--- src/rtl/core/afg_pkg.sv ---
package afg_pkg;

   localparam int TIME_W  = 32;
   localparam int MS_W    = 16;
   localparam int GAIN_W  = 17;
   localparam int OP_W    = 3;
   localparam int ACT_W   = 2;
   localparam int CSR_IDX_W = 2;
   localparam int CSR_DATA_W = 32;

   // divider: 32-bit numerator shifted up by 16, quotient of 48 bits
   localparam int FRAC_W          = 16;
   localparam int QUO_W           = TIME_W + FRAC_W;
   localparam int DIV_LONG_STEPS  = QUO_W;
   localparam int DIV_SHORT_STEPS = FRAC_W;
   localparam int DIV_CNT_W       = $clog2(DIV_LONG_STEPS + 1);

   // multiplier: 17-bit gain times a ratio of up to 2^33
   localparam int MUL_B_W = 34;
   localparam int MUL_P_W = GAIN_W + MUL_B_W;

   localparam logic [GAIN_W-1:0]  Q_ONE     = 17'h1_0000;
   localparam logic [MUL_B_W-1:0] RATIO_CAP = 34'h2_0000_0000;

   localparam logic [OP_W-1:0] OP_TICK   = 3'd0;
   localparam logic [OP_W-1:0] OP_RESUME = 3'd1;
   localparam logic [OP_W-1:0] OP_PAUSE  = 3'd2;
   localparam logic [OP_W-1:0] OP_STOP   = 3'd3;
   localparam logic [OP_W-1:0] OP_MUTE   = 3'd4;
   localparam logic [OP_W-1:0] OP_UNMUTE = 3'd5;

   localparam logic [ACT_W-1:0] ACT_PAUSE = 2'd0;
   localparam logic [ACT_W-1:0] ACT_STOP  = 2'd1;
   localparam logic [ACT_W-1:0] ACT_MUTE  = 2'd2;

   localparam logic [CSR_IDX_W-1:0] REG_INTRO  = 2'd0;
   localparam logic [CSR_IDX_W-1:0] REG_OUTRO  = 2'd1;
   localparam logic [CSR_IDX_W-1:0] REG_LENGTH = 2'd2;
   localparam logic [CSR_IDX_W-1:0] REG_MASTER = 2'd3;

   typedef struct packed {
      logic start;
      logic long_div;
   } div_ctl_type;

   // product >> 16, held at 1.0
   function automatic logic [GAIN_W-1:0] sat_q16(input logic [MUL_P_W-1:0] prod);
      logic [MUL_P_W-FRAC_W-1:0] q;
      q = prod[MUL_P_W-1:FRAC_W];
      if (q > {{(MUL_P_W-FRAC_W-GAIN_W){1'b0}}, Q_ONE})
         return Q_ONE;
      else
         return q[GAIN_W-1:0];
   endfunction

endpackage

--- src/rtl/core/afg_div.sv ---
module afg_div (
   input  logic                         clock,
   input  logic                         reset,
   input  afg_pkg::div_ctl_type         ctl,
   input  logic [afg_pkg::TIME_W-1:0]   num,
   input  logic [afg_pkg::TIME_W-1:0]   den,
   output logic                         done,
   output logic [afg_pkg::QUO_W-1:0]    quo
);
   import afg_pkg::*;

   logic [TIME_W-1:0]    rem_ff, rem_in;
   logic [QUO_W-1:0]     dvd_ff, dvd_in;
   logic [QUO_W-1:0]     quo_ff, quo_in;
   logic [TIME_W-1:0]    den_ff, den_in;
   logic [DIV_CNT_W-1:0] cnt_ff, cnt_in;
   logic                 busy_ff, busy_in;
   logic                 done_ff, done_in;
   logic [TIME_W:0]      trial;
   logic [TIME_W:0]      diff;
   logic                 ge;

   assign trial = {rem_ff, dvd_ff[QUO_W-1]};
   assign ge    = trial >= {1'b0, den_ff};
   assign diff  = trial - {1'b0, den_ff};

   always_comb begin
      rem_in  = rem_ff;
      dvd_in  = dvd_ff;
      quo_in  = quo_ff;
      den_in  = den_ff;
      cnt_in  = cnt_ff;
      busy_in = busy_ff;
      done_in = 1'b0;
      if (ctl.start) begin
         den_in  = den;
         quo_in  = '0;
         busy_in = 1'b1;
         if (ctl.long_div) begin
            rem_in = '0;
            dvd_in = {num, {FRAC_W{1'b0}}};
            cnt_in = DIV_CNT_W'(DIV_LONG_STEPS);
         end else begin
            // numerator below divisor: integer bits are all zero
            rem_in = num;
            dvd_in = '0;
            cnt_in = DIV_CNT_W'(DIV_SHORT_STEPS);
         end
      end else if (busy_ff) begin
         rem_in = ge ? diff[TIME_W-1:0] : trial[TIME_W-1:0];
         dvd_in = {dvd_ff[QUO_W-2:0], 1'b0};
         quo_in = {quo_ff[QUO_W-2:0], ge};
         cnt_in = cnt_ff - DIV_CNT_W'(1);
         if (cnt_ff == DIV_CNT_W'(1)) begin
            busy_in = 1'b0;
            done_in = 1'b1;
         end
      end
   end

   always_ff @(posedge clock) begin
      rem_ff <= rem_in;
      dvd_ff <= dvd_in;
      quo_ff <= quo_in;
      den_ff <= den_in;
      cnt_ff <= cnt_in;
      if (reset) begin
         busy_ff <= 1'b0;
         done_ff <= 1'b0;
      end else begin
         busy_ff <= busy_in;
         done_ff <= done_in;
      end
   end

   assign done = done_ff;
   assign quo  = quo_ff;

endmodule

--- src/rtl/core/afg_mul.sv ---
module afg_mul (
   input  logic                          clock,
   input  logic                          reset,
   input  logic                          start,
   input  logic [afg_pkg::GAIN_W-1:0]    op_a,
   input  logic [afg_pkg::MUL_B_W-1:0]   op_b,
   output logic                          done,
   output logic [afg_pkg::MUL_P_W-1:0]   prod
);
   import afg_pkg::*;

   logic [MUL_P_W-1:0] acc_ff, acc_in;
   logic [MUL_P_W-1:0] mc_ff, mc_in;
   logic [MUL_B_W-1:0] mp_ff, mp_in;
   logic               busy_ff, busy_in;
   logic               done_ff, done_in;

   // one multiplier bit per cycle, stops when no set bits remain
   always_comb begin
      acc_in  = acc_ff;
      mc_in   = mc_ff;
      mp_in   = mp_ff;
      busy_in = busy_ff;
      done_in = 1'b0;
      if (start) begin
         acc_in  = '0;
         mc_in   = {{(MUL_P_W-GAIN_W){1'b0}}, op_a};
         mp_in   = op_b;
         busy_in = 1'b1;
      end else if (busy_ff) begin
         if (mp_ff == '0) begin
            busy_in = 1'b0;
            done_in = 1'b1;
         end else begin
            if (mp_ff[0])
               acc_in = acc_ff + mc_ff;
            mc_in = {mc_ff[MUL_P_W-2:0], 1'b0};
            mp_in = {1'b0, mp_ff[MUL_B_W-1:1]};
         end
      end
   end

   always_ff @(posedge clock) begin
      acc_ff <= acc_in;
      mc_ff  <= mc_in;
      mp_ff  <= mp_in;
      if (reset) begin
         busy_ff <= 1'b0;
         done_ff <= 1'b0;
      end else begin
         busy_ff <= busy_in;
         done_ff <= done_in;
      end
   end

   assign done = done_ff;
   assign prod = acc_ff;

endmodule

--- src/rtl/core/audio_fade_gain_envelope.sv ---
// Linear volume fade envelope for one playback channel. Each input item is a
// millisecond tick or a command (resume, pause, stop or mute, each with an
// optional fade, or unmute) and yields exactly one result: gain in Q1.16
// (65536 = full scale) with paused, stopped and muted flags. Configuration
// registers are written through the csr_ port; the user must write them only
// while no item is in flight, as the block itself does not enforce this.
// Items are processed one at a time; req_stall is high from acceptance until
// the result is handed to the output register, which can still hold the
// previous result meanwhile. The item time is set by a radix-2 serial divider
// (16 steps, 48 for a ramp-in past its span) and a shift-add multiplier (one
// cycle per multiplier bit up to its top set bit). A paused or muted item
// skips both units; a tick with no fade active uses only the master multiply.
module audio_fade_gain_envelope (
   input  logic                              clock,
   input  logic                              reset,
   input  logic                              req_valid,
   output logic                              req_stall,
   input  logic [afg_pkg::OP_W-1:0]          req_opcode,
   input  logic [afg_pkg::TIME_W-1:0]        req_play_time,
   input  logic [afg_pkg::TIME_W-1:0]        req_track_time,
   input  logic [afg_pkg::MS_W-1:0]          req_fade_ms,
   input  logic                              req_last_loop,
   output logic                              rsp_valid,
   input  logic                              rsp_stall,
   output logic [afg_pkg::GAIN_W-1:0]        rsp_gain,
   output logic                              rsp_is_paused,
   output logic                              rsp_is_stopped,
   output logic                              rsp_is_muted,
   input  logic                              csr_wr_en,
   input  logic [afg_pkg::CSR_IDX_W-1:0]     csr_index,
   input  logic [afg_pkg::CSR_DATA_W-1:0]    csr_wdata
);
   import afg_pkg::*;

   localparam logic [3:0] S_IDLE   = 4'd0;
   localparam logic [3:0] S_PREP   = 4'd1;
   localparam logic [3:0] S_DIVB   = 4'd2;
   localparam logic [3:0] S_RAMP   = 4'd3;
   localparam logic [3:0] S_DIVR   = 4'd4;
   localparam logic [3:0] S_MULR   = 4'd5;
   localparam logic [3:0] S_MSTART = 4'd6;
   localparam logic [3:0] S_MAST   = 4'd7;
   localparam logic [3:0] S_DONE   = 4'd8;

   logic [3:0]        state_ff, state_in;

   logic [MS_W-1:0]   intro_ff, intro_in;
   logic [MS_W-1:0]   outro_ff, outro_in;
   logic [TIME_W-1:0] tlen_ff, tlen_in;
   logic [GAIN_W-1:0] master_ff, master_in;

   logic [TIME_W-1:0] rin_start_ff, rin_start_in;
   logic [TIME_W-1:0] rin_end_ff, rin_end_in;
   logic [TIME_W-1:0] rout_start_ff, rout_start_in;
   logic [TIME_W-1:0] rout_end_ff, rout_end_in;
   logic [ACT_W-1:0]  act_ff, act_in;
   logic              silent_ff, silent_in;
   logic              paused_ff, paused_in;
   logic              stopped_ff, stopped_in;
   logic              intro_pend_ff, intro_pend_in;

   logic [TIME_W-1:0] pos_ff, pos_in;
   logic [TIME_W-1:0] opos_ff, opos_in;
   logic              last_ff, last_in;
   logic [GAIN_W-1:0] vol_ff, vol_in;
   logic [GAIN_W-1:0] res_ff, res_in;
   logic              upd_ff, upd_in;
   logic              base_intro_ff, base_intro_in;
   logic              rsel_in_ff, rsel_in_in;

   logic              rsp_valid_ff, rsp_valid_in;
   logic [GAIN_W-1:0] rsp_gain_ff, rsp_gain_in;
   logic              rsp_paused_ff, rsp_paused_in;
   logic              rsp_stopped_ff, rsp_stopped_in;
   logic              rsp_muted_ff, rsp_muted_in;

   div_ctl_type         div_ctl;
   logic [TIME_W-1:0]   div_num;
   logic [TIME_W-1:0]   div_den;
   logic                div_done;
   logic [QUO_W-1:0]    div_quo;
   logic                mul_start;
   logic [MUL_B_W-1:0]  mul_b;
   logic                mul_done;
   logic [MUL_P_W-1:0]  mul_prod;

   logic                intro_on;
   logic                any_fade;
   logic [TIME_W+1:0]   dsum;
   logic                d_pos;
   logic                rin_act;
   logic [TIME_W-1:0]   rin_num;
   logic [TIME_W-1:0]   rin_den;
   logic                rout_act;
   logic [TIME_W-1:0]   rout_num;
   logic [TIME_W-1:0]   rout_den;
   logic [MUL_B_W-1:0]  ratio_r;
   logic [GAIN_W-1:0]   quo_frac;

   afg_div u_div (
      .clock (clock),
      .reset (reset),
      .ctl   (div_ctl),
      .num   (div_num),
      .den   (div_den),
      .done  (div_done),
      .quo   (div_quo)
   );

   afg_mul u_mul (
      .clock (clock),
      .reset (reset),
      .start (mul_start),
      .op_a  (vol_ff),
      .op_b  (mul_b),
      .done  (mul_done),
      .prod  (mul_prod)
   );

   assign intro_on = intro_pend_ff && (intro_ff != '0);
   assign any_fade = intro_on || (outro_ff != '0) || (rin_start_ff != '0)
                     || (rout_start_ff != '0);
   // track_time + outro - length, signed
   assign dsum  = {2'b00, opos_ff} + {{(TIME_W+2-MS_W){1'b0}}, outro_ff}
                  - {2'b00, tlen_ff};
   assign d_pos = !dsum[TIME_W+1] && (dsum != '0);

   assign rin_act  = (rin_start_ff != '0) && (pos_ff < rin_end_ff);
   assign rin_num  = pos_ff - rin_start_ff;
   assign rin_den  = rin_end_ff - rin_start_ff;
   assign rout_act = (rout_start_ff != '0) && (pos_ff > rout_start_ff);
   assign rout_num = pos_ff - rout_start_ff;
   assign rout_den = rout_end_ff - rout_start_ff;

   assign ratio_r  = (div_quo > {{(QUO_W-MUL_B_W){1'b0}}, RATIO_CAP}) ? RATIO_CAP
                     : div_quo[MUL_B_W-1:0];
   assign quo_frac = div_quo[GAIN_W-1:0];

   always_comb begin
      state_in       = state_ff;
      intro_in       = intro_ff;
      outro_in       = outro_ff;
      tlen_in        = tlen_ff;
      master_in      = master_ff;
      rin_start_in   = rin_start_ff;
      rin_end_in     = rin_end_ff;
      rout_start_in  = rout_start_ff;
      rout_end_in    = rout_end_ff;
      act_in         = act_ff;
      silent_in      = silent_ff;
      paused_in      = paused_ff;
      stopped_in     = stopped_ff;
      intro_pend_in  = intro_pend_ff;
      pos_in         = pos_ff;
      opos_in        = opos_ff;
      last_in        = last_ff;
      vol_in         = vol_ff;
      res_in         = res_ff;
      upd_in         = upd_ff;
      base_intro_in  = base_intro_ff;
      rsel_in_in     = rsel_in_ff;
      rsp_valid_in   = rsp_valid_ff && rsp_stall;
      rsp_gain_in    = rsp_gain_ff;
      rsp_paused_in  = rsp_paused_ff;
      rsp_stopped_in = rsp_stopped_ff;
      rsp_muted_in   = rsp_muted_ff;
      div_ctl        = '0;
      div_num        = '0;
      div_den        = '0;
      mul_start      = 1'b0;
      mul_b          = {{(MUL_B_W-GAIN_W){1'b0}}, master_ff};

      unique case (state_ff)
         S_IDLE: begin
            if (req_valid) begin
               pos_in   = req_play_time;
               opos_in  = req_track_time;
               last_in  = req_last_loop;
               state_in = S_PREP;
               unique case (req_opcode) inside
                  OP_RESUME: begin
                     if (req_fade_ms != '0) begin
                        rin_start_in = req_play_time;
                        rin_end_in   = req_play_time
                                       + {{(TIME_W-MS_W){1'b0}}, req_fade_ms};
                     end
                     paused_in  = 1'b0;
                     stopped_in = 1'b0;
                  end
                  OP_PAUSE, OP_STOP: begin
                     if (req_fade_ms == '0) begin
                        paused_in     = 1'b1;
                        stopped_in    = (req_opcode == OP_STOP) ? 1'b1 : stopped_ff;
                        rout_start_in = '0;
                        rout_end_in   = '0;
                        act_in        = ACT_MUTE;
                     end else begin
                        rout_start_in = req_play_time;
                        rout_end_in   = req_play_time
                                        + {{(TIME_W-MS_W){1'b0}}, req_fade_ms};
                        act_in        = (req_opcode == OP_STOP) ? ACT_STOP : ACT_PAUSE;
                     end
                  end
                  OP_MUTE: begin
                     if (req_fade_ms == '0) begin
                        silent_in = 1'b1;
                     end else begin
                        rout_start_in = req_play_time;
                        rout_end_in   = req_play_time
                                        + {{(TIME_W-MS_W){1'b0}}, req_fade_ms};
                        act_in        = ACT_MUTE;
                     end
                  end
                  OP_UNMUTE: begin
                     silent_in = 1'b0;
                  end
                  default: begin
                  end
               endcase
            end
         end
         S_PREP: begin
            if (paused_ff) begin
               upd_in   = 1'b0;
               res_in   = '0;
               state_in = S_DONE;
            end else if (silent_ff) begin
               upd_in   = 1'b1;
               res_in   = '0;
               state_in = S_DONE;
            end else if (!any_fade) begin
               upd_in   = 1'b1;
               vol_in   = Q_ONE;
               state_in = S_RAMP;
            end else begin
               upd_in = 1'b1;
               if (pos_ff >= rin_end_ff) begin
                  rin_start_in = '0;
                  rin_end_in   = '0;
               end
               if (intro_on && (pos_ff < {{(TIME_W-MS_W){1'b0}}, intro_ff})) begin
                  div_ctl.start = 1'b1;
                  div_num       = pos_ff;
                  div_den       = {{(TIME_W-MS_W){1'b0}}, intro_ff};
                  base_intro_in = 1'b1;
                  state_in      = S_DIVB;
               end else if ((outro_ff != '0) && d_pos && last_ff) begin
                  if (dsum[TIME_W:0] >= {{(TIME_W+1-MS_W){1'b0}}, outro_ff}) begin
                     vol_in   = '0;
                     state_in = S_RAMP;
                  end else begin
                     div_ctl.start = 1'b1;
                     div_num       = dsum[TIME_W-1:0];
                     div_den       = {{(TIME_W-MS_W){1'b0}}, outro_ff};
                     base_intro_in = 1'b0;
                     state_in      = S_DIVB;
                  end
               end else begin
                  vol_in   = Q_ONE;
                  state_in = S_RAMP;
               end
            end
         end
         S_DIVB: begin
            if (div_done) begin
               vol_in   = base_intro_ff ? quo_frac : Q_ONE - quo_frac;
               state_in = S_RAMP;
            end
         end
         S_RAMP: begin
            if (rin_act) begin
               rsel_in_in = 1'b1;
               if (rin_num >= rin_den) begin
                  if (rin_den == '0) begin
                     // ratio of exactly one leaves the gain as is
                     state_in = S_MSTART;
                  end else begin
                     div_ctl.start    = 1'b1;
                     div_ctl.long_div = 1'b1;
                     div_num          = rin_num;
                     div_den          = rin_den;
                     state_in         = S_DIVR;
                  end
               end else begin
                  div_ctl.start = 1'b1;
                  div_num       = rin_num;
                  div_den       = rin_den;
                  state_in      = S_DIVR;
               end
            end else if (rout_act) begin
               rsel_in_in = 1'b0;
               if (rout_num >= rout_den) begin
                  res_in   = '0;
                  state_in = S_DONE;
               end else begin
                  div_ctl.start = 1'b1;
                  div_num       = rout_num;
                  div_den       = rout_den;
                  state_in      = S_DIVR;
               end
               if (pos_ff > rout_end_ff) begin
                  rout_start_in = '0;
                  rout_end_in   = '0;
                  if (act_ff < ACT_MUTE) begin
                     // pause or stop ends in silence this item
                     paused_in  = 1'b1;
                     stopped_in = (act_ff == ACT_STOP) ? 1'b1 : stopped_ff;
                     act_in     = ACT_MUTE;
                     res_in     = '0;
                     div_ctl    = '0;
                     state_in   = S_DONE;
                  end else begin
                     silent_in = 1'b1;
                  end
               end
            end else begin
               state_in = S_MSTART;
            end
         end
         S_DIVR: begin
            if (div_done) begin
               mul_start = 1'b1;
               mul_b     = rsel_in_ff ? ratio_r
                           : {{(MUL_B_W-GAIN_W){1'b0}}, Q_ONE - quo_frac};
               state_in  = S_MULR;
            end
         end
         S_MULR: begin
            if (mul_done) begin
               vol_in   = sat_q16(mul_prod);
               state_in = S_MSTART;
            end
         end
         S_MSTART: begin
            mul_start = 1'b1;
            state_in  = S_MAST;
         end
         S_MAST: begin
            if (mul_done) begin
               res_in   = sat_q16(mul_prod);
               state_in = S_DONE;
            end
         end
         S_DONE: begin
            if (!rsp_valid_ff || !rsp_stall) begin
               rsp_valid_in   = 1'b1;
               rsp_gain_in    = paused_ff ? '0 : res_ff;
               rsp_paused_in  = paused_ff;
               rsp_stopped_in = stopped_ff;
               rsp_muted_in   = silent_ff || ((rout_start_ff != '0) && (act_ff >= ACT_MUTE));
               if (upd_ff && !stopped_ff && intro_on
                   && (pos_ff > {{(TIME_W-MS_W){1'b0}}, intro_ff}))
                  intro_pend_in = 1'b0;
               state_in = S_IDLE;
            end
         end
         default: begin
            state_in = S_IDLE;
         end
      endcase

      if (csr_wr_en) begin
         unique case (csr_index)
            REG_INTRO:  intro_in = csr_wdata[MS_W-1:0];
            REG_OUTRO:  outro_in = csr_wdata[MS_W-1:0];
            REG_LENGTH: tlen_in  = csr_wdata[TIME_W-1:0];
            REG_MASTER: master_in = (csr_wdata[GAIN_W-1:0] > Q_ONE) ? Q_ONE
                                    : csr_wdata[GAIN_W-1:0];
            default: begin
            end
         endcase
      end
   end

   always_ff @(posedge clock) begin
      pos_ff         <= pos_in;
      opos_ff        <= opos_in;
      last_ff        <= last_in;
      vol_ff         <= vol_in;
      res_ff         <= res_in;
      upd_ff         <= upd_in;
      base_intro_ff  <= base_intro_in;
      rsel_in_ff     <= rsel_in_in;
      rsp_gain_ff    <= rsp_gain_in;
      rsp_paused_ff  <= rsp_paused_in;
      rsp_stopped_ff <= rsp_stopped_in;
      rsp_muted_ff   <= rsp_muted_in;
      if (reset) begin
         state_ff      <= S_IDLE;
         intro_ff      <= '0;
         outro_ff      <= '0;
         tlen_ff       <= '0;
         master_ff     <= Q_ONE;
         rin_start_ff  <= '0;
         rin_end_ff    <= '0;
         rout_start_ff <= '0;
         rout_end_ff   <= '0;
         act_ff        <= ACT_PAUSE;
         silent_ff     <= 1'b0;
         paused_ff     <= 1'b0;
         stopped_ff    <= 1'b0;
         intro_pend_ff <= 1'b1;
         rsp_valid_ff  <= 1'b0;
      end else begin
         state_ff      <= state_in;
         intro_ff      <= intro_in;
         outro_ff      <= outro_in;
         tlen_ff       <= tlen_in;
         master_ff     <= master_in;
         rin_start_ff  <= rin_start_in;
         rin_end_ff    <= rin_end_in;
         rout_start_ff <= rout_start_in;
         rout_end_ff   <= rout_end_in;
         act_ff        <= act_in;
         silent_ff     <= silent_in;
         paused_ff     <= paused_in;
         stopped_ff    <= stopped_in;
         intro_pend_ff <= intro_pend_in;
         rsp_valid_ff  <= rsp_valid_in;
      end
   end

   assign req_stall      = (state_ff != S_IDLE);
   assign rsp_valid      = rsp_valid_ff;
   assign rsp_gain       = rsp_gain_ff;
   assign rsp_is_paused  = rsp_paused_ff;
   assign rsp_is_stopped = rsp_stopped_ff;
   assign rsp_is_muted   = rsp_muted_ff;

endmodule

--- config.mk ---
export PLATFORM = sky130hd
export DESIGN_NAME = audio_fade_gain_envelope
export DESIGN_NICKNAME = d
export VERILOG_FILES = /design/src/rtl/core/afg_pkg.sv /design/src/rtl/core/afg_div.sv /design/src/rtl/core/afg_mul.sv /design/src/rtl/core/audio_fade_gain_envelope.sv
export SDC_FILE = /design/constraint.sdc
export NUM_CORES = 2
export LEC_CHECK = 0
export BUFFER_PORTS_ARGS = -buffer_cell sky130_fd_sc_hd__buf_2
export CAP_MARGIN = 15
export CORE_AREA = 2 2 300 302
export CTS_CLUSTER_SIZE = 24
export DETAILED_ROUTE_END_ITERATION = 10
export DIE_AREA = 0 0 302 304
export GPL_ROUTABILITY_DRIVEN = 0
export GPL_TIMING_DRIVEN = 0
export PLACE_DENSITY = 0.78
export SYNTH_ARGS = -nofsm -noshare
export SYNTH_HDL_FRONTEND = slang
export SYNTH_SLANG_ARGS = --single-unit
--- constraint.sdc ---
create_clock -name clock -period 13.5 [get_ports clock]
set_input_delay 2.7 -clock clock [delete_from_list [all_inputs] [get_ports clock]]
set_output_delay 2.7 -clock clock [all_outputs]
set_load 0.01 [all_outputs]
## Word-level counts from Yosys, hierarchy flattened

Cells that the tools add are included.
Widths: inputs -> output; s select.

| operators by class | value |
|---|---|
| equality and inequality tests | 48 |
| muxes and demuxes | 176 |
| $add $sub $neg | 11 |
| reduce and logical (&&, ||, !) cells | 65 |
| magnitude comparators | 15 |
| bitwise logic cells | 5 |

Operator list:

| operator | number |
|---|---|
| $mux 32 | 39 |
| $pmux 32 s2 | 8 |
| $mux 17 | 21 |
| $mux 34 | 7 |
| $sub 32x32->32 | 5 |
| $mux 48 | 3 |
| $pmux 17 s3 | 2 |
| $ge 32x32->1 | 3 |
| $mux 16 | 6 |
| $gt 32x32->1 | 2 |
| $mux 4 | 16 |
| $reduce_bool 32->1 | 2 |
| $add 51x51->51 | 1 |
| $gt 48x34->1 const B | 1 |
| $reduce_bool 16->1 | 3 |
| $mux 1 | 46 |
| $pmux 4 s9 | 1 |
| $gt 35x17->1 const B | 1 |
| $logic_not 34->1 | 1 |
| $reduce_bool 34->1 | 1 |
| $sub 33x32->34 | 1 |
| $add 32x16->33 | 1 |
| $ge 33x16->1 | 1 |
| $ge 33x32->1 | 1 |
| other kinds (48) | 147 |

| storage, ports and cells | value |
|---|---|
| output and inout port bits | 22 |
| input port bits | 123 |
| register bits | 648 |
| word-level logic and storage cells | 360 |

## Depth between registers and ports, before layout

| depth | value |
|---|---|
| word-level depth | 14 |
| depth in mapped cells | 29 |
| depth with buffers taken out | 28 |

## Cells and area by module

From an unflattened synthesis, not the netlist that was laid out.

| unflattened totals | value |
|---|---|
| cell total of the unflattened synthesis | 5,192 |
| area total of the unflattened synthesis | 45,128.3 um^2 |

Modules (own cells, without submodules):

| module | seq. area each (um^2) | area an instance (um^2) | cells an instance | instances |
|---|---|---|---|---|
| audio_fade_gain_envelope | 8,067.7 | 29,005.3 | 3,508 | 1 |
| afg_mul | 3,273.1 | 8,234.1 | 890 | 1 |
| afg_div | 4,063.9 | 7,888.8 | 794 | 1 |

## Least setup slack after synthesis

No wires, ideal clock.

| timing path | value |
|---|---|
| path type | flip-flop to flip-flop |
| start | reg rout_start_ff[0] |
| end | reg u_div.cnt_ff[0] (enable) |
| data required time | 13.060 ns |
| setup time | 0.440 ns |
| buffers on the path | 1 |
| arrival time | 6.101 ns |
| setup slack | 6.959 ns |
| cell stages (with the launch flop) | 27 |
| period minus slack after synthesis | 6.541 ns |
| path through | dfxtp_1 ha_1 inv_1 fa_1 a21oi_1 o211ai_1 a31oi_1 o21ai_0 a21oi_1 a21oi_1 a41oi_1 o22ai_1 a221oi_1 nor2b_1 xor2_1 ha_1 a21o_1 a21o_1 a21oi_1 nand2_1 a41oi_1 a21oi_1 o21ai_0 o31ai_1 o221a_2 buf_4 nand2b_1 |

| on the way | value |
|---|---|
| longest elaborated chain between the ends | 9 |
| elaborated cells between the ends (all ways) | 17 |
| those cells by class | 2 x add/sub; 2 x order compare; 9 x mux; 4 x reduce/logical |

Ends and longest elaborated chain:

| what | line | text |
|---|---|---|
| from (decl) | audio_fade_gain_envelope.sv:54 | `logic [TIME_W-1:0] rout_start_ff, rout_start_in;` |
| from (signal assigned) | audio_fade_gain_envelope.sv:412 | `rout_start_ff <= rout_start_in;` |
| $sub 32x32->32 (on tied branches) | audio_fade_gain_envelope.sv:132, audio_fade_gain_envelope.sv:133 |  |
| $ge 32x32->1 | audio_fade_gain_envelope.sv:292 | `if (rout_num >= rout_den) begin` |
| $mux 1 | audio_fade_gain_envelope.sv:292 |  |
| $mux 2 | audio_fade_gain_envelope.sv:304 | `if (act_ff < ACT_MUTE) begin` |
| $mux 2 | audio_fade_gain_envelope.sv:301 | `if (pos_ff > rout_end_ff) begin` |
| $mux 2 | audio_fade_gain_envelope.sv:290 | `end else if (rout_act) begin` |
| $mux 2 | audio_fade_gain_envelope.sv:271 | `if (rin_act) begin` |
| $pmux 1 s2 (*) | audio_fade_gain_envelope.sv:173 | `unique case (state_ff)` |
| $reduce_bool 2->1 (no source line) (*) | - |  |
| to (signal assigned) | afg_div.sv:66 | `cnt_ff <= cnt_in;` |
| to (decl) | afg_div.sv:16 | `logic [DIV_CNT_W-1:0] cnt_ff, cnt_in;` |

Mark *: on every way between the ends. The rest lies on a longest branch, timed or not.
A chain may end at the register's enable or synchronous reset.

## Final worst setup path

| timing path | value |
|---|---|
| start | reg rout_start_ff[0] |
| end | reg u_div.rem_ff[27], data pin |

| on the way | value |
|---|---|
| longest elaborated chain between the ends | 9 |
| elaborated cells between the ends (all ways) | 26 |
| those cells by class | 2 x add/sub; 2 x order compare; 19 x mux; 3 x reduce/logical |

Ends and longest elaborated chain:

| what | line | text |
|---|---|---|
| $sub 32x32->32 (on tied branches) | audio_fade_gain_envelope.sv:132, audio_fade_gain_envelope.sv:133 |  |
| $ge 32x32->1 | audio_fade_gain_envelope.sv:292 |  |
| $mux 1 | audio_fade_gain_envelope.sv:292 |  |
| $mux 2 | audio_fade_gain_envelope.sv:304 |  |
| $mux 2 | audio_fade_gain_envelope.sv:301 |  |
| $mux 2 | audio_fade_gain_envelope.sv:290 |  |
| $mux 2 | audio_fade_gain_envelope.sv:271 |  |
| $pmux 1 s2 | audio_fade_gain_envelope.sv:173 |  |
| $mux 32 (*) | afg_div.sv:35 | `if (ctl.start) begin` |
| net u_div.rem_in[27] | afg_div.sv:12 | `logic [TIME_W-1:0] rem_ff, rem_in;` |
| to (signal assigned) | afg_div.sv:62 | `rem_ff <= rem_in;` |
| to (decl) | afg_div.sv:12 |  |

The timed path passes the listed nets; every way through them passes the cells marked *.

==> impl_metrics.csv <==
group,metric,value,unit
sta,finalSetupViolCount,0,
sta,worst_pin_slew,1.20,ns
route,vias,41000,
sta,relSlewSlack,19.9,%
setup_path,cp_top_family,"compound AO/OA/AOI/OAI gates",
yosys,ys_seq_area_share,35.0,%
floorplan,die_w,302,µm
global_route,antenna_found_initial,1,
cells_and_area,nNetsFinal,5898,
route,drc_errors,0,
setup_path,slowest_delay,0.71,ns
place,place_ws,5.91,ns
route,avgRoutedWirePerCell,21.0,µm
sta,final_hold_viol_count,0,
clock_network,clk_latency,0.66,ns
route,drt_wl_total,138,mm
global_route,grt_start_max_net_pins,71,
yosys,syn_avg_cell_area,8.63,µm²
setup_path,cp_max_fo,10,
floorplan,start_util,49.4,%
yosys,yosys_warnings,0,
sta,setup_tns,0,ns
clock_network,cts_sinks,632,
run_status,status,"completed",
setup_path,cp-end-kind,"flop",
floorplan,boundaryPins,145,
yosys,synthCells,5099,
power_and_ir_drop,p_leak,0.0196,µW
route,dr.pass1.iters,6,
sta,fin_skew,0.0695,ns
cells_and_area,fillCellCount,7895,
clock_network,path_clk_slew,0.07,ns
place,placed_area,0.0463,mm²
setup_path,worstPathArrival,8.38,ns
clock_network,h-tree-depth,3,
yosys,synth_nets,5678,
sta,rsz0062_at_grt,"no",
sta,fin_crit_sh,59.1,%
cells_and_area,area.sequential,0.0154,mm²
flow_run,cap_violations,0,
floorplan,dieArea,0.0918,mm²
cells_and_area,area_growth,10.5,%
clock_network,cts_tree,"done",
route,drt_iter0_drc,4532,
place,dp_hpwl,108,mm
setup_path,crit_type,"reg -> reg",
global_route,grt-ovfl-total,0,
cells_and_area,finalNonFillerCells,6552,
floorplan,rows,110,
yosys,synth_enable_flop_cells,275,
clock_network,clock_path_buffers,3,
place,dp_cells,6424,
hold_path,hold_class,"reg -> reg",
setup_path,cp_slowest_cell,"o21ai_0",
clock_network,hold_buffers,0,
yosys,synth_area,0.0440,mm²
route,drt-vias-per-instance,6.26,
yosys,ys_ff_latch,632,
sta,clock.fmax,125,MHz
yosys,synth_flop_cell,"dfxtp_1",
cells_and_area,drive_above_1_share,6.44,%
power_and_ir_drop,vdd_ir_drop_max,0.0000986,V
route,final_antenna_net_count,0,
clock_network,numCtsBuffers,69,
power_and_ir_drop,p_per_area,172,mW/mm²
setup_path,cpMostUsedCell,"a21oi_1",
clock_network,clk_root_buffer_cell,"clkbuf_16",
place,numPortBuffers,143,
yosys,async_reset_ff_share,0,%
floorplan,die_y,304,µm
sta,final-max-slew-violation-count,0,
setup_path,cp_num_buf_inv,4,
clock_network,ctsResizeCount,0,
floorplan,core,0.0890,mm²
global_route,grt_pass1_wl,211,mm
sta,period_needed,7.97,ns
global_route,grt_pass1_vias,38500,
global_route,grt_usage,29.0,%
sta,setup_slack,5.53,ns
cells_and_area,multi_input_area,0.0264,mm²
setup_path,start_kind,"flop",
clock_network,cts_setup_buffers,0,
yosys,yosysUniqueCellTypes,87,
setup_path,crit_required,13.90,ns
cells_and_area,fin_area,0.0486,mm²
[metal layers]
| layer | GRT usage (%) | routed length (µm) | vias to the layer above | part of all wire, % |
|---|---|---|---|---|
| li1 | - | - | 19000 | - |
| met1 | 37.6 | 55200 | 19200 | 40 |
| met2 | 45.8 | 60900 | 2281 | 44 |
| met3 | 5.28 | 13600 | 478 | 9.9 |
| met4 | 15.4 | 8230 | 0 | 6.0 |
| met5 | 0 | 0 | - | 0 |
[report_power, final]
| group | switching [µW] | leakage (µW) | internal, µW |
|---|---|---|---|
| combinational | 2520 | 0.0131 | 1480 |
| clock | 831 | 0.00113 | 1100 |
| sequential | 189 | 0.00540 | 2250 |
[Yosys cell counts, drive strengths merged (78+ instances only)]
cell type  count  area (µm²)
a21oi        441        2210
edfxtp       275        8260
mux2i        114        1140
dfxtp        357        7150
nand2        543        2040
ha           432        5410
nor3          88         440
xnor2        151        1320
xor2          87         762
clkbuf       171         642
nor4          82         532
nand3         90         450
nor2         446        1680
o21ai        257        1290
nand4         78         488
inv          347        1300
a21o         148        1110
a22oi        125         938
[path summary, 6_finish.rpt]
check                                       from                to  slack, ns  depth (start not counted)
worst max-delay path            rout_start_ff[0]  u_div.rem_ff[27]       5.53                         25
worst min-delay path                  tlen_ff[1]        tlen_ff[1]       0.46                          2
worst max register to register  rout_start_ff[0]  u_div.rem_ff[27]       5.53                         25
worst min register to register        tlen_ff[1]        tlen_ff[1]       0.46                          2
[cell type report]
cell class / count / area share, %
multi-input cells: 3907 / 54.3
flip-flops and latches: 632 / 31.7
clock buffers: 100 / 4.16
well taps: 1176 / 3.03
inverters: 347 / 2.68
plain buffers: 213 / 1.83
repair buffers: 149 / 1.64
clock inverters: 26 / 0.630
diodes: 2 / 0.0103
[worst min-delay path, stage by stage, from the launching register on]
cell	delay, ns
dfxtp_1	0.31
nand2_1	0.05
a21oi_1	0.05
[cells in the final DEF, fill, tap and decap left out, types with 87 or more instances in the layout]
master,synthesis,routed
mux2i_1,114,114
o21ai_0,248,248
ha_1,432,432
a22oi_1,125,125
inv_1,346,346
nand2_1,543,542
edfxtp_1,275,275
clkbuf_1,171,188
a21o_1,148,148
nor2_1,445,444
xor2_1,87,87
buf_2,18,162
nand3_1,90,90
xnor2_1,151,151
nor3_1,88,88
dfxtp_1,357,357
a21oi_1,439,438
[cells by family after synthesis]
group / share of synthesized area (%)
compound gates: 21.7
xor+xnor: 4.74
fa+ha+maj: 13.4
buf+inv: 4.98
flops: 35.0
mux: 2.90
simple gates: 17.3
[state kept, by name, summed over array words and instances, names as in the netlist, 34 cells and up]
register and cells:
u_div.quo 48, u_mul.prod 51, u_mul.mc_ff 51, u_mul.mp_ff 34
[metrics by stage]
| step | utilization [%] | power [µW] | hold slack [ns] |
|---|---|---|---|
| floorplan | - | 5160 | 0.422 |
| CTS | 54.6 | 8210 | 0.458 |
| global placement | 51.9 | 6160 | 0.443 |
| global route | 54.6 | 8810 | 0.468 |
| detailed placement | 52.0 | 6270 | 0.448 |
| finish | 54.6 | 8370 | 0.458 |
Note: power is estimated with default switching activity, not from simulation.
